==> src/design/asfe_pkg.sv <==
// ----------------------------------------------------------------------------
// asfe_pkg
// Shared types and constants of the audio sample engine.
// ----------------------------------------------------------------------------
package asfe_pkg;

  localparam int DEF_FIFO_DEPTH   = 2048;
  localparam int DEF_TICK_RATE_HZ = 8000;

  localparam int OP_W    = 3;
  localparam int BYTE_W  = 8;
  localparam int ADC_W   = 10;
  localparam int BLEN_W  = 16;
  localparam int FREQ_W  = 12;
  localparam int MODE_W  = 2;
  localparam int FMT_W   = 2;
  localparam int TRIM_W  = 10;
  localparam int FILL_W  = 12;
  localparam int TICKS_W = 20;
  localparam int CIDX_W  = 2;

  localparam logic [MODE_W-1:0] MODE_PLAY   = 2'd1;
  localparam logic [MODE_W-1:0] MODE_RECORD = 2'd2;

  localparam logic [FMT_W-1:0] FMT_MONO8    = 2'd0;
  localparam logic [FMT_W-1:0] FMT_STEREO8  = 2'd1;
  localparam logic [FMT_W-1:0] FMT_MONO16   = 2'd2;
  localparam logic [FMT_W-1:0] FMT_STEREO16 = 2'd3;

  localparam logic [CIDX_W-1:0] CFG_MODE   = 2'd0;
  localparam logic [CIDX_W-1:0] CFG_FORMAT = 2'd1;
  localparam logic [CIDX_W-1:0] CFG_TRIM   = 2'd2;

  localparam logic signed [11:0] REC_OFFSET = -12'sd384;
  localparam logic [BYTE_W-1:0]  LEVEL_MID  = 8'h80;
  localparam logic [BYTE_W-1:0]  LEVEL_MAX  = 8'hFF;

  typedef enum logic [OP_W-1:0] {
    OP_PUSH  = 3'd0,
    OP_POP   = 3'd1,
    OP_TICK  = 3'd2,
    OP_BEEP  = 3'd3,
    OP_FLUSH = 3'd4
  } op_e;

  typedef enum logic [2:0] {
    KIND_PUSH       = 3'd0,
    KIND_POP        = 3'd1,
    KIND_PLAY       = 3'd2,
    KIND_RECORD     = 3'd3,
    KIND_BEEP_TICK  = 3'd4,
    KIND_BEEP_START = 3'd5,
    KIND_FLUSH      = 3'd6,
    KIND_NOP        = 3'd7
  } kind_e;

  typedef struct packed {
    logic [MODE_W-1:0] mode;
    logic [FMT_W-1:0]  format;
    logic [TRIM_W-1:0] trim;
  } cfg_t;

  typedef struct packed {
    kind_e             kind;
    logic [BYTE_W-1:0] data;
    logic [ADC_W-1:0]  adc;
    logic [BLEN_W-1:0] blen;
    logic [FREQ_W-1:0] bfreq;
  } cmd_t;

  typedef struct packed {
    logic [BYTE_W-1:0] left;
    logic [BYTE_W-1:0] right;
    logic [BYTE_W-1:0] rbyte;
    logic              rvalid;
    logic [FILL_W-1:0] fill;
    logic              drop;
  } res_t;

endpackage

==> src/design/asfe_front.sv <==
// ----------------------------------------------------------------------------
// asfe_front
// Accepts input words, classifies them into commands and queues them.
// ----------------------------------------------------------------------------
module asfe_front import asfe_pkg::*; (
  input  logic              clk_i,
  input  logic              rst_ni,
  input  cfg_t              cfg_i,
  input  logic              push,
  output logic              full,
  input  logic [OP_W-1:0]   operation_i,
  input  logic [BYTE_W-1:0] data_byte_i,
  input  logic [ADC_W-1:0]  adc_sample_i,
  input  logic [BLEN_W-1:0] beep_length_ms_i,
  input  logic [FREQ_W-1:0] beep_freq_hz_i,
  output logic              cmd_valid_o,
  output cmd_t              cmd_o,
  input  logic              cmd_pop_i
);

  cmd_t       ent_q [2];
  logic       wr_q, rd_q;
  logic [1:0] cnt_q;
  cmd_t       cmd_new;
  logic       do_push, do_pop;

  always_comb begin
    cmd_new.data  = data_byte_i;
    cmd_new.adc   = adc_sample_i;
    cmd_new.blen  = beep_length_ms_i;
    cmd_new.bfreq = beep_freq_hz_i;
    case (op_e'(operation_i))
      OP_PUSH:  cmd_new.kind = KIND_PUSH;
      OP_POP:   cmd_new.kind = KIND_POP;
      OP_TICK: begin
        if (cfg_i.mode == MODE_PLAY) begin
          cmd_new.kind = KIND_PLAY;
        end else if (cfg_i.mode == MODE_RECORD) begin
          cmd_new.kind = KIND_RECORD;
        end else begin
          cmd_new.kind = KIND_BEEP_TICK;
        end
      end
      OP_BEEP:  cmd_new.kind = KIND_BEEP_START;
      OP_FLUSH: cmd_new.kind = KIND_FLUSH;
      default:  cmd_new.kind = KIND_NOP;
    endcase
  end

  assign full        = (cnt_q == 2'd2);
  assign cmd_valid_o = (cnt_q != 2'd0);
  assign cmd_o       = ent_q[rd_q];
  assign do_push     = push && !full;
  assign do_pop      = cmd_pop_i && cmd_valid_o;

  always_ff @(posedge clk_i) begin
    if (do_push) begin
      ent_q[wr_q] <= cmd_new;
    end
  end

  always_ff @(posedge clk_i or negedge rst_ni) begin
    if (!rst_ni) begin
      wr_q  <= 1'b0;
      rd_q  <= 1'b0;
      cnt_q <= 2'd0;
    end else begin
      if (do_push) begin
        wr_q <= ~wr_q;
      end
      if (do_pop) begin
        rd_q <= ~rd_q;
      end
      cnt_q <= cnt_q + {1'b0, do_push} - {1'b0, do_pop};
    end
  end

endmodule

==> config.mk <==
export PLATFORM = sky130hd
export DESIGN_NAME = asfe_front
export DESIGN_NICKNAME = d
export VERILOG_FILES = /design/src/design/asfe_pkg.sv /design/src/design/asfe_front.sv
export SDC_FILE = /design/constraint.sdc
export NUM_CORES = 1
export LEC_CHECK = 0
export ABC_AREA = 1
export BUFFER_PORTS_ARGS = -buffer_cell sky130_fd_sc_hd__buf_4
export CAP_MARGIN = 10
export CORE_MARGIN = 8
export CORE_UTILIZATION = 30
export CTS_CLUSTER_SIZE = 14
export DETAILED_ROUTE_END_ITERATION = 16
export PLACE_DENSITY = 0.56
export REMOVE_ABC_BUFFERS = 1
export SYNTH_ARGS = -nofsm -noshare
export SYNTH_HDL_FRONTEND = slang
export SYNTH_SLANG_ARGS = --single-unit
==> constraint.sdc <==
create_clock -name clk_i -period 4.7 [get_ports clk_i]
set_input_delay 0.94 -clock clk_i [delete_from_list [all_inputs] [get_ports clk_i]]
set_output_delay 0.94 -clock clk_i [all_outputs]
set_load 0.02 [all_outputs]
* Yosys cells after proc, flatten, opt, wreduce, memory -nomap -nowiden
Memories as Yosys holds them, arrays and structs flattened. Cells that the tools add are included.
Word-level totals: input bits 67, output and inout bits 51, bits in writable memories 98, latch bits 0, memories kept 1, word-level logic and storage cells 25, register bits 4, bits in read-only memories 0
Memory list:
- ent_q | depth 2, bits a word 49, read ports 1, clocked after memory_dff 0, write ports 1, line asfe_front.sv:21 | cmd_t ent_q [2];
Cells by class: multipliers 0, bitwise operators 2, equality and inequality tests 7, mux-type cells 5, reductions and logical operators 5, shift operators 0, $lt $le $gt $ge 0, div/mod/pow operators 0, $add $sub $neg 2
Operators by type and width (count):
- one-hot mux 3 bit (5 select lines) | 1
- equality test 3 x 2 -> 1 bit (second input constant) | 2
- two-way mux 3 bit | 2
- equality test 2 bit (second input constant) | 2
- equality test 3 x 1 -> 1 bit (second input constant) | 1
- equality test 3 bit (second input constant) | 1
- zero test 3 bit | 1
- adder 2 x 1 -> 2 bit | 1
- equality test 2 x 1 -> 1 bit (second input constant) | 1
- logical AND 1 bit | 2
- two-way mux 1 bit | 2
- NOT 1 bit | 2
- nonzero test 2 bit | 1
- subtractor 2 x 1 -> 2 bit | 1
- zero test 1 bit | 1

* Logic depth before layout (Yosys ltp)
word-level depth 5, depth in mapped cells 10, mapped depth without buffers 10

* Least setup slack after synthesis
No wires, ideal clock.
kind input to register, start in push, end mem ent_q[1][0] (netlist name), enable pin, arrival time 3.080 ns, path slack 1.164 ns, buffers on the path 0, cell stages on the path 2, cell sequence nand2_1 -> nor2_1
On the way: cells in the longest elaborated chain, start to end 3
RTL lines:
- from (decl) | line asfe_front.sv:9 | input logic push,
- logical AND 1 bit | line asfe_front.sv:53 | assign do_push = push && !full;
- two-way mux 1 bit | line asfe_front.sv:57 | if (do_push) begin
- two-way mux 1 bit (not written as such) | line asfe_front.sv:58 | ent_q[wr_q] <= cmd_new;
- to (decl) | line asfe_front.sv:21
No other way between the ends.

==> flow_summary.toml <==
[outcome]
status = "complete, no violations"

[power_and_ir_drop]
power.share.sequential_pct = 41.6
p_int_uw = 2040
clkPwrFrac_pct = 20.1
totalPowerFinal_uw = 3220
powerDensity_mw_per_mm2 = 636
p_leak_uw = 0.00218
pwr-share-comb_pct = 38.4
p_switching_uw = 1190
switching_share_pct = 36.8
vdd_drop_max_uv = 335

[run]
cap_violations = 0

[detailed_routing]
dr_total_vias = 2433
vias_per_cell = 4.17
wl_per_cell_um = 14.3
drt_iter0_drc = 99
final_antenna_net_count = 0
drtPass1Iterations = 4
finalWirelength_um = 8330
drc = 0

[clocking]
numCtsBuffers = 9
ctsHtreeMaxLevel = 3
cts_hold_buf = 0
worstSkewPairLatency_ns = 0.33
post_cts.repair.setup_buffers = 0
root_buffer = "clkbuf_16"
clock_sinks = 102
tritoncts = "done"
cts_buffer_depth = 2
cts_resized = 0
path_clk_slew_ns = 0.06

[timing]
worstMarginPinSlew_ns = 1.16
fin_tns_setup_ns = 0
hold_ws_ns = 0.390
period_minus_slack_ns = 2.85
post-route-period-util_pct = 60.6
relSlewSlack_pct = 22.8
drv_slew = 0
hold_violations = 0
setup_violations = 0
fin_worst_skew_ns = 0.00385
rsz0062_at_grt = "false"
max_freq_mhz = 351

[yosys]
synthTopCellsByArea = "edfxtp_1, nand2_1, dfrtp_1, buf_6, inv_1"
synth_warnings = 0
async_flop_share_pct = 3.92
syn_inst = 300
synth_ff_type = "edfxtp_1"
synth.top_cell.area_share_pct = 75.5
synth_edf_count = 98
yosysMostFrequentCell = "nand2_1"
yosysTopAreaCell = "edfxtp_1"
synth-seq-area-share_pct = 78.0
synthesis.area_mm2 = 0.00390
synthDistinctLibCells = 13
synth_top_cells_by_count = "nand2_1, edfxtp_1, inv_1"
ys_ff_latch = 102
avgSynthCellArea_um2 = 13.0

[global_route]
grtUsageTotal_pct = 10.2
antenna_found_initial = 0
overflow = 0
grt_max_degree = 51
grt_first_pass_wirelength_um = 12800
grt_pass1_vias = 2514

[worst_setup_path]
endpoint_kind = "primary output"
worstPathArrival_ns = 1.91
cp.required_ns = 3.76
crit_fanout = 29
cp-start-kind = "register"
crit_type = "reg2out"

[cells_and_area]
multi_input_area_um2 = 698
syn2layout_area_growth_pct = 30.0
final_nets = 477
drive_gt1_share_pct = 29.4
antenna_cells = 0
seqCellArea_mm2 = 0.00304
nFillCells = 1219

[placement]
io_buffers = 105
dpl.hpwl_um = 5370
finalWeightedCongestion = 0.656

[floorplanning]
die_y_um = 130
core_area_mm2 = 0.0127
fp-row-count = 41
die-area_mm2 = 0.0169
pin_count = 118
floorplan.initialDensity_pct = 30.8
die_w_um = 130

[worst_hold_path]
hold_class = "in2async"
power groups by stage:
stage / Clock [µW] / Combinational (µW) / Sequential [µW]
finish: 647 / 1240 / 1340
CTS: 675 / 1280 / 1340
global route: 702 / 1370 / 1360
global placement: 0 / 1260 / 1360
floorplan: 0 / 682 / 1350
detailed placement: 0 / 1280 / 1360
cells by family (layout without fill, tap and decap cells):
group / Yosys count / after routing / share of synthesized area [%]
compound gates: 2 / 2 / 0.257
fa+ha+maj: 3 / 3 / 0.963
buf+inv: 24 / 136 / 4.24
flops: 102 / 102 / 78.0
simple gates: 169 / 169 / 16.5
worst max-delay path, stage by stage, from the launching register on:
cell	delay [ns]
dfrtp_2	0.80
buf_4	0.41
nand2_1	0.09
nand2_1	0.10
buf_4	0.14
per-layer routing:
layer / track usage [%] / routed length (µm) / up-vias / share of wire (%)
li1: - / - / 1206 / -
met1: 11.1 / 3450 / 1147 / 41
met2: 16.9 / 4060 / 70 / 49
met3: 4.12 / 668 / 10 / 8.0
met4: 4.92 / 143 / 0 / 1.7
met5: 0 / 0 / - / 0
metrics by stage:
| stage | setup WS, ns | cell area (µm²) | util [%] | cells |
|---|---|---|---|---|
| after global placement | 1.93 | 4820 | 38.0 | 568 |
| after floorplan | 1.16 | 3790 | - | 289 |
| after CTS | 1.79 | 5070 | 40.0 | 584 |
| after detailed placement | 1.87 | 4820 | 38.0 | 568 |
| after global routing | 1.70 | 5070 | 40.0 | 584 |
| final | 1.85 | 5070 | 40.0 | 584 |
path summary, 6_finish.rpt:
path	from	end	slack [ns]	cells after the start
worst max-delay path	rd_q$_DFFE_PN0P_	cmd_o[36]	1.85	4
worst min-delay path	rst_ni	rd_q$_DFFE_PN0P_	0.39	1
worst max register to register	cnt_q[0]$_DFF_PN0_	ent_q[1][25]$_DFFE_PP_	2.49	5
worst min register to register	wr_q$_DFFE_PN0P_	wr_q$_DFFE_PN0P_	0.48	2
max in group asynchronous	rst_ni	rd_q$_DFFE_PN0P_	4.20	1
min in group clk_i	wr_q$_DFFE_PN0P_	wr_q$_DFFE_PN0P_	0.48	2
registers in the layout, indices dropped and copies added, names as in the netlist:
| register | count |
|---|---|
| cnt_q | 2 |
| ent_q | 98 |
| rd_q | 1 |
| wr_q | 1 |
layout by cell type (no fill, tap or decap), drive strengths merged:
cell type  synthesis  layout
o21ai              2       2
dfrtp              4       4
nand2            164     164
buf               11     107
inv               13      13
nor2               2       2
clkinv             0       3
edfxtp            98      98
nand3              3       3
ha                 3       3
clkbuf             0      13
cell type report:
class	instances	area share, %
clock buffers	13	4.74
clock inverters	3	0.222
inverters	13	1.11
multi-input cells	174	13.8
flip-flops and latches	102	60.1
well taps	172	4.25
repair buffers	107	15.8
No activity file was read; power rests on OpenSTA's default activity.
