$ cat config.mk
export PLATFORM = sky130hd
export DESIGN_NAME = asfe_res_queue
export DESIGN_NICKNAME = d
export VERILOG_FILES = /design/src/design/asfe_pkg.sv /design/src/design/asfe_res_queue.sv
export SDC_FILE = /design/constraint.sdc
export NUM_CORES = 1
export LEC_CHECK = 0
export ABC_AREA = 1
export BUFFER_PORTS_ARGS = -buffer_cell sky130_fd_sc_hd__buf_2
export CAP_MARGIN = 20
export CORE_MARGIN = 5
export CORE_UTILIZATION = 35
export DETAILED_ROUTE_END_ITERATION = 12
export REMOVE_ABC_BUFFERS = 1
export SYNTH_ARGS = -nofsm -noshare
export SYNTH_HDL_FRONTEND = slang
export SYNTH_SLANG_ARGS = --single-unit
$ cat constraint.sdc
create_clock -name clk_i -period 2.4 [get_ports clk_i]
set_input_delay 0.12 -clock clk_i [delete_from_list [all_inputs] [get_ports clk_i]]
set_output_delay 0.12 -clock clk_i [all_outputs]
set_load 0.01 [all_outputs]
$ cat src/design/asfe_pkg.sv
// ----------------------------------------------------------------------------
// asfe_pkg
// Shared types and constants of the audio sample engine.
// ----------------------------------------------------------------------------
package asfe_pkg;

  localparam int DEF_FIFO_DEPTH   = 2048;
  localparam int DEF_TICK_RATE_HZ = 8000;

  localparam int OP_W    = 3;
  localparam int BYTE_W  = 8;
  localparam int ADC_W   = 10;
  localparam int BLEN_W  = 16;
  localparam int FREQ_W  = 12;
  localparam int MODE_W  = 2;
  localparam int FMT_W   = 2;
  localparam int TRIM_W  = 10;
  localparam int FILL_W  = 12;
  localparam int TICKS_W = 20;
  localparam int CIDX_W  = 2;

  localparam logic [MODE_W-1:0] MODE_PLAY   = 2'd1;
  localparam logic [MODE_W-1:0] MODE_RECORD = 2'd2;

  localparam logic [FMT_W-1:0] FMT_MONO8    = 2'd0;
  localparam logic [FMT_W-1:0] FMT_STEREO8  = 2'd1;
  localparam logic [FMT_W-1:0] FMT_MONO16   = 2'd2;
  localparam logic [FMT_W-1:0] FMT_STEREO16 = 2'd3;

  localparam logic [CIDX_W-1:0] CFG_MODE   = 2'd0;
  localparam logic [CIDX_W-1:0] CFG_FORMAT = 2'd1;
  localparam logic [CIDX_W-1:0] CFG_TRIM   = 2'd2;

  localparam logic signed [11:0] REC_OFFSET = -12'sd384;
  localparam logic [BYTE_W-1:0]  LEVEL_MID  = 8'h80;
  localparam logic [BYTE_W-1:0]  LEVEL_MAX  = 8'hFF;

  typedef enum logic [OP_W-1:0] {
    OP_PUSH  = 3'd0,
    OP_POP   = 3'd1,
    OP_TICK  = 3'd2,
    OP_BEEP  = 3'd3,
    OP_FLUSH = 3'd4
  } op_e;

  typedef enum logic [2:0] {
    KIND_PUSH       = 3'd0,
    KIND_POP        = 3'd1,
    KIND_PLAY       = 3'd2,
    KIND_RECORD     = 3'd3,
    KIND_BEEP_TICK  = 3'd4,
    KIND_BEEP_START = 3'd5,
    KIND_FLUSH      = 3'd6,
    KIND_NOP        = 3'd7
  } kind_e;

  typedef struct packed {
    logic [MODE_W-1:0] mode;
    logic [FMT_W-1:0]  format;
    logic [TRIM_W-1:0] trim;
  } cfg_t;

  typedef struct packed {
    kind_e             kind;
    logic [BYTE_W-1:0] data;
    logic [ADC_W-1:0]  adc;
    logic [BLEN_W-1:0] blen;
    logic [FREQ_W-1:0] bfreq;
  } cmd_t;

  typedef struct packed {
    logic [BYTE_W-1:0] left;
    logic [BYTE_W-1:0] right;
    logic [BYTE_W-1:0] rbyte;
    logic              rvalid;
    logic [FILL_W-1:0] fill;
    logic              drop;
  } res_t;

endpackage

$ cat src/design/asfe_res_queue.sv
// ----------------------------------------------------------------------------
// asfe_res_queue
// Two-entry queue holding finished result words for the consumer.
// ----------------------------------------------------------------------------
module asfe_res_queue import asfe_pkg::*; (
  input  logic clk_i,
  input  logic rst_ni,
  input  logic push_i,
  input  res_t data_i,
  output logic full_o,
  input  logic pop_i,
  output logic empty_o,
  output res_t data_o
);

  res_t       ent_q [2];
  logic       wr_q, rd_q;
  logic [1:0] cnt_q;
  logic       do_push, do_pop;

  assign full_o  = (cnt_q == 2'd2);
  assign empty_o = (cnt_q == 2'd0);
  assign data_o  = ent_q[rd_q];
  assign do_push = push_i && !full_o;
  assign do_pop  = pop_i && !empty_o;

  always_ff @(posedge clk_i) begin
    if (do_push) begin
      ent_q[wr_q] <= data_i;
    end
  end

  always_ff @(posedge clk_i or negedge rst_ni) begin
    if (!rst_ni) begin
      wr_q  <= 1'b0;
      rd_q  <= 1'b0;
      cnt_q <= 2'd0;
    end else begin
      if (do_push) begin
        wr_q <= ~wr_q;
      end
      if (do_pop) begin
        rd_q <= ~rd_q;
      end
      cnt_q <= cnt_q + {1'b0, do_push} - {1'b0, do_pop};
    end
  end

endmodule
---- Word-level counts from Yosys, hierarchy flattened ----
Memory sizes are Yosys's and may differ from the RTL's.
Cells that the tools add are included.
cells by class
  bitwise logic cells ..................... 2
  reduce and logical (&&, ||, !) cells .... 5
  $add $sub $neg .......................... 2
  equality and inequality tests ........... 1
  mux-type cells .......................... 2
operators with widths
  kind                                  count
  adder 2 x 1 -> 2 bit                  1
  == test 2 bit, second input constant  1
  logical AND 1 bit                     2
  logical NOT 1 bit                     2
  logical NOT 2 bit                     1
  2-to-1 mux 1 bit                      2
  inverter 1 bit                        2
  subtractor 2 x 1 -> 2 bit             1
word-level totals
  output and inout port bits .............. 40
  logic and storage cells ................. 16
  memories ................................ 1
  register bits after elaboration ......... 4
  RAM bits ................................ 76
  bits of input ports ..................... 42
memory list
  name   depth  width  rd ports  clocked after memory_dff  write ports  RTL line              source
  ent_q  2      38     1         0                         1            asfe_res_queue.sv:16  res_t ent_q [2];

---- Logic depth before layout (Yosys ltp) ----
Gate-level depths: netlist of run 1.
  depth after elaboration ................. 5
  gate-level depth with buffers ........... 10

---- Worst setup path before layout of run 1 ----
Ideal clock, no wire load.
  path kind ............................... register to register
  start ................................... reg cnt_q[1]
  end ..................................... mem ent_q[1][0] in the netlist's numbering, enable pin
  cell stages (with the launch flop) ...... 4
  path buffers ............................ 0
  slack ................................... -193 ps
  period minus slack after synthesis ...... 2,593 ps
  data arrival time ....................... 2,160 ps
  cells stage by stage .................... dfrtp_1 nand2_1 nand2_1 nor2_1
on the way
  cells in the longest elaborated chain, start to end .. 5
RTL lines
  what                                    RTL line              source
  start, declared                         asfe_res_queue.sv:18  logic [1:0] cnt_q;
  start signal, assigned                  asfe_res_queue.sv:45  cnt_q <= cnt_q + {1'b0, do_push} - {1'b0, do_pop};
  == test 2 bit                           asfe_res_queue.sv:21  assign full_o = (cnt_q == 2'd2);
  logical NOT 1 bit                       asfe_res_queue.sv:24  assign do_push = push_i && !full_o;
  logical AND 1 bit                       asfe_res_queue.sv:24
  2-to-1 mux 1 bit                        asfe_res_queue.sv:28  if (do_push) begin
  2-to-1 mux 1 bit (not written as such)  asfe_res_queue.sv:29  ent_q[wr_q] <= data_i;
  end, declared                           asfe_res_queue.sv:16
Every way passes these cells.

==> results.yml, run 1 <==
layout:
  drive_above_1_share_pct: 28.30
  layout_common_cells: "nand2_1 (127), buf_2 (81), edfxtp_1 (76)"
  n_fill_cell: 770
  final_nets: 403
  final_common_cell: "nand2_1"
  diodes: 0
  design_area_sq_um: 4133
  final_cells: 469
  area_growth_pct: 38.03
  post-route-util_pct: 50.05
logic_synthesis:
  synthesis.instances: 232
  synth_cell_type_count: 10
  synth.area.top_cells: "edfxtp_1 (76%), nand2_1 (16%), dfrtp_1 (3.3%)"
  synth_largest_area_cell: "edfxtp_1"
  syn-mean-instance-area_sq_um: 12.91
  yosysTopAreaCellShare_pct: 76.22
  ys_ff_latch: 80
  synth_area_sq_um: 2994
  ys_seq_area_share_pct: 79.57
  yosysWarningCount: 0
floorplan:
  die-area_sq_um: 10500
  die_x_um: 102.5
  io_pins: 82
  core_area_sq_um: 8258
  num_rows: 33
  die_h_um: 102.5
  initial_core_util_pct: 36.26
critical_path:
  crit_path_max_fanout: 39
  r2r_slack_ns: 0.91
  path_class: "flip-flop to output port"
  worstPathRequired_ns: 2.28
  crit_arrival_ns: 1.58
  cp-end-kind: "output port"
  cp-start-kind: "flip-flop"
pwr:
  power.switching_mw: 1.512
  pwr-share-seq_pct: 43.6
  p_leak_nw: 1.834
  switching_share_pct: 33.33
  power_density_nw_per_um2: 1098
  p_comb_share_pct: 33.5
  peakVddDrop_mv: 0.6767
  p_int_mw: 3.025
  clkPwrFrac_pct: 22.8
detailed_routing:
  first_pass_iters: 5
  routedWlPerCell_um: 12.68
  vias_per_cell: 4.247
  drc: 0
  first_iter_violations: 67
  via_count: 1992
  antenna_left: 0
  routed_wl_mm: 5.948
grt:
  antenna_found_initial: 0
  grt_max_degree: 40
  grt_usage_pct: 12.50
  grt_pass1_vias: 2087
  grt_pass1_wl_mm: 9.832
  grt.overflow.total: 0
placement:
  dp.cells: 414
  placed_area_sq_um: 3531
  dpl_worst_slack_ns: 0.9011
  io_buffers: 81
  gp_congestion: 0.6261
  dp_hpwl_mm: 3.811
flow_run:
  max_cap_violations: 0
sta:
  finalCriticalPeriod_ns: 1.697
  worst_pin_slew_ns: 0.6765
  hold_viol_final: 0
  setup_ws_ns: 0.7029
  min_period_over_period_pct: 70.71
  max_freq_mhz: 589.2
  rsz0062_at_grt: "false"
  skew_ns: 0.004578
  slew_headroom_pct: 54.83
  hold_slack_ns: 0.02646
  setup_viol: 0
  drv_slew: 0
clock_tree:
  cts_tree: "built"
  h-tree-depth: 3
  postCtsSetupBuffers: 0
  clock_latency_ns: 0.34
  cts.sinks: 80
  cts_buffers: 9
  clkTransAtPathRegs_ns: 0.07
  cts_buffer_depth: 2
  cts_root_buffer: "clkbuf_8"
run_status:
  outcome: "completed"
hold_path:
  hold_path_class: "input pin to flip-flop"
-- cell families after synthesis --
logic type,Yosys count,share of synthesized area [%]
fa+ha+maj,2,0.8356
buf+inv,19,3.051
flops,80,79.57
simple gates,131,16.55
-- worst paths after layout --
path | start | endpoint | cells past startpoint
max in group asynchronous | rst_ni | wr_q$_DFFE_PN0P_ | 2
worst max register to register | wr_q$_DFFE_PN0P_ | ent_q[0][17]$_DFFE_PP_ | 4
worst min-delay path | pop_i | rd_q$_DFFE_PN0P_ | 3
worst max-delay path | rd_q$_DFFE_PN0P_ | data_o[14] | 4
min in group asynchronous | rst_ni | cnt_q[1]$_DFF_PN0_ | 2
worst min register to register | wr_q$_DFFE_PN0P_ | wr_q$_DFFE_PN0P_ | 2
-- cell type report --
cell class	count	area [sq um]	area share, %
inverters	11	41.29	0.9991
multi-input cells	133	528.0	12.78
well taps	105	131.4	3.179
repair buffers	124	838.3	20.28
clock inverters	6	83.83	2.028
flip-flops and latches	80	2382	57.64
clock buffers	10	127.6	3.088
-- state kept, by name, summed over array words and instances, names as in the netlist --
| register | cells |
|---|---|
| cnt_q | 2 |
| ent_q | 76 |
| rd_q | 1 |
| wr_q | 1 |
-- synth_stat cells --
library cell / number
inv_2: 1
nand3_1: 3
ha_1: 2
edfxtp_1: 76
dfrtp_1: 4
nand2_1: 127
buf_2: 4
inv_1: 10
nor2_1: 1
buf_4: 4
-- metal layers --
metal | up-vias | part of all wire (%) | global-route usage (%)
met3 | 7 | 7.4 | 4.533
met2 | 55 | 51 | 22.00
met5 | - | 0 | 0
li1 | 1019 | - | -
met4 | 0 | 1.2 | 4.844
met1 | 911 | 40 | 13.75
-- critical path, stage by stage, from the launching register on --
cell and delay [ns]:
dfrtp_1 0.39, inv_2 0.50, nand2_1 0.13, nand2_1 0.09
buf_2 0.13
-- per-stage QoR --
step | setup TNS, ns | power [mW]
final | 0 | 4.537
after global routing | 0 | 4.894
after CTS | 0 | 4.627
after detailed placement | 0 | 3.539
after global placement | 0 | 3.517
after floorplan | -7.351 | 2.852
-- what timing repair did --
item | CTS | global route
hold buffers | 39 | 0
gates resized for setup | 0 | 0
endpoints found under the hold margin | 80 | 0
-- power groups by stage --
stage / combinational [mW] / sequential, mW / clock (mW)
global placement: 1.51 / 2.00 / 0
floorplan: 0.785 / 2.07 / 0
detailed placement: 1.53 / 2.01 / 0
finish: 1.52 / 1.98 / 1.04
CTS: 1.58 / 1.98 / 1.06
global route: 1.76 / 2.01 / 1.12
(Power assumes the default switching activity.)
==> run 2, diff against run 1 <==
==> constraint.sdc (replaced) <==
create_clock -name clk_i -period 1.4 [get_ports clk_i]
set_input_delay 0.07 -clock clk_i [delete_from_list [all_inputs] [get_ports clk_i]]
set_output_delay 0.07 -clock clk_i [all_outputs]
set_load 0.01 [all_outputs]
==> run 2 against run 1 <==
  * Register-to-register slack got worse by 0.90 ns
  * Combinational power is 120% higher
  * Sequential power increased by 73%
  * Critical path type is now flip-flop to flip-flop
  * Largest cell class unchanged
==> results.yml, run 2 (synthesis gave the netlist of run 1 again) <==
grt:
  grt_pass1_wl_mm: 9.887
  grt_pass1_vias: 2055
  antenna_found_initial: 0
  grt_max_degree: 25
  grt.overflow.total: 0
  grt_usage_pct: 12.61
detailed_routing:
  routed_wl_mm: 6.351
  antenna_left: 0
  first_pass_iters: 4
  via_count: 2058
  routedWlPerCell_um: 13.12
  vias_per_cell: 4.252
  drc: 0
  first_iter_violations: 53
sta:
  hold_viol_final: 0
  hold_slack_ns: 0.05971
  drv_slew: 0
  skew_ns: 0.005662
  slew_headroom_pct: 88.57
  setup_viol: 0
  min_period_over_period_pct: 99.24
  worst_pin_slew_ns: 0.1715
  max_freq_mhz: 719.8
  finalCriticalPeriod_ns: 1.389
  rsz0062_at_grt: "true"
  finalSetupTns_ns: 0
critical_path:
  crit_path_max_fanout: 3
  cp-start-kind: "flip-flop"
  cp_slowest_cell: "dfrtp_1"
  cpMostUsedCell: "buf_4"
  cp-end-kind: "flip-flop"
  crit_arrival_ns: 1.63
  critPathTopFamily: "buffers and inverters"
  worstPathRequired_ns: 1.64
  critical_path.max_stage_delay_ns: 0.43
  path_class: "flip-flop to flip-flop"
  cp_cell_sequence: "inv_2, buf_4, buf_4, buf_4, buf_4, buf_4, nand2_2, nand2_1, nand2_1, nand2_1"
  worst-path-buf-inv: 6
pwr:
  power_density_nw_per_um2: 1971
  p_leak_nw: 1.943
  peakVddDrop_mv: 1.422
layout:
  area_growth_pct: 48.27
  diodes: 0
  n_fill_cell: 700
  final_common_cell: "nand2_1"
  largest_reg_flops: 76
  drive_above_1_share_pct: 36.94
  largestRegisters: "ent_q x76, cnt_q x2"
  layout_common_cells: "nand2_1 (109), buf_2 (80), edfxtp_1 (76)"
  largest_register: "ent_q"
  final_cells: 484
  final_nets: 418
floorplan:
  die-area_sq_um: 10500
  initial_core_util_pct: 36.26
  die_x_um: 102.5
  core_area_sq_um: 8258
  die_h_um: 102.5
  io_pins: 82
  num_rows: 33
placement:
  gp_congestion: 0.6946
  dp_hpwl_mm: 3.879
  dp.cells: 418
  io_buffers: 81
clock_tree:
  cts_buffer_depth: 2
  h-tree-depth: 3
  clock_latency_ns: 0.34
  cts.sinks: 80
  cts_root_buffer: "clkbuf_8"
  cts_buffers: 9
  clkTransAtPathRegs_ns: 0.07
  cts_tree: "built"
hold_path:
  hold_path_class: "input pin to asynchronous set/reset pin"
flow_run:
  max_cap_violations: 0
run_status:
  outcome: "completed"
[run 2: changes by cell type in the layout (fill, tap and decap cells not counted), sizes merged]
cell and change:
buf +13, bufinv +1, clkinvlp +1, dlygate4sd3 +1, inv -1
[run 2: area by class of cell]
cell class / instances / area, sq um / area share, %
Inverter: 11 / 46.29 / 1.043
Sequential cell: 80 / 2384 / 53.69
Multi-Input combinational cell: 133 / 593.1 / 13.36
Timing Repair Buffer: 139 / 1051 / 23.68
Tap cell: 105 / 131.4 / 2.959
Clock inverter: 7 / 110.1 / 2.480
Clock buffer: 9 / 123.9 / 2.790
[run 2: repair_timing]
item                                    CTS  global route
cloned                                    0             1
hold buffers                             40             0
endpoints found under the setup margin   39            39
gates resized for setup                  11            20
endpoints found under the hold margin    81             0
pin swaps                                 2             2
setup buffers                             7             2
[run 2: worst reg2reg max path, stage by stage, from the launching register on]
cell and delay, ns:
dfrtp_1 0.43, inv_2 0.06, buf_4 0.12, buf_4 0.12, buf_4 0.12, buf_4 0.12, buf_4 0.13, nand2_2 0.05
nand2_1 0.05, nand2_1 0.05, nand2_1 0.04
[run 2: final timing paths]
check / start / endpoint / slack [ns] / depth (start not counted)
max in group asynchronous: rst_ni / rd_q$_DFFE_PN0P_ / 1.20 / 2
hold reg to reg: wr_q$_DFFE_PN0P_ / wr_q$_DFFE_PN0P_ / 0.48 / 2
setup reg to reg: cnt_q[1]$_DFF_PN0_ / cnt_q[1]$_DFF_PN0_ / 0.01 / 10
min in group clk_i: push_i / wr_q$_DFFE_PN0P_ / 0.09 / 4
setup / recovery: cnt_q[1]$_DFF_PN0_ / cnt_q[1]$_DFF_PN0_ / 0.01 / 10
hold / removal: rst_ni / cnt_q[1]$_DFF_PN0_ / 0.06 / 2
[run 2: report_power, final]
| part | leakage (nW) | switching [mW] | internal (mW) | total (mW) |
|---|---|---|---|---|
| clock network | 0.114 | 0.784 | 1.17 | 1.95 |
| registers | 0.754 | 0.167 | 3.26 | 3.43 |
| logic | 1.07 | 1.91 | 1.45 | 3.36 |
| total | 1.94 | 2.86 | 5.88 | 8.75 |
[run 2: stage by stage]
| step | power [mW] | util [%] | instance area, sq um | setup WS [ns] |
|---|---|---|---|---|
| after floorplan | 4.888 | - | 2944 | -1.193 |
| after global placement | 6.300 | 43.88 | 3623 | 0.04677 |
| after detailed placement | 6.336 | 43.88 | 3623 | -0.01528 |
| after CTS | 8.592 | 52.48 | 4334 | -0.02644 |
| after global routing | 9.310 | 53.76 | 4439 | -0.06120 |
| final | 8.748 | 53.76 | 4439 | 0.01070 |
[run 2: routing by layer]
layer  part of all wire [%]  track usage [%]  up-vias
met5                      0                0        -
met4                    2.0            5.449        0
met3                    6.8            4.127       14
met2                     51            21.05       58
met1                     40            14.94      938
li1                       -                -     1048
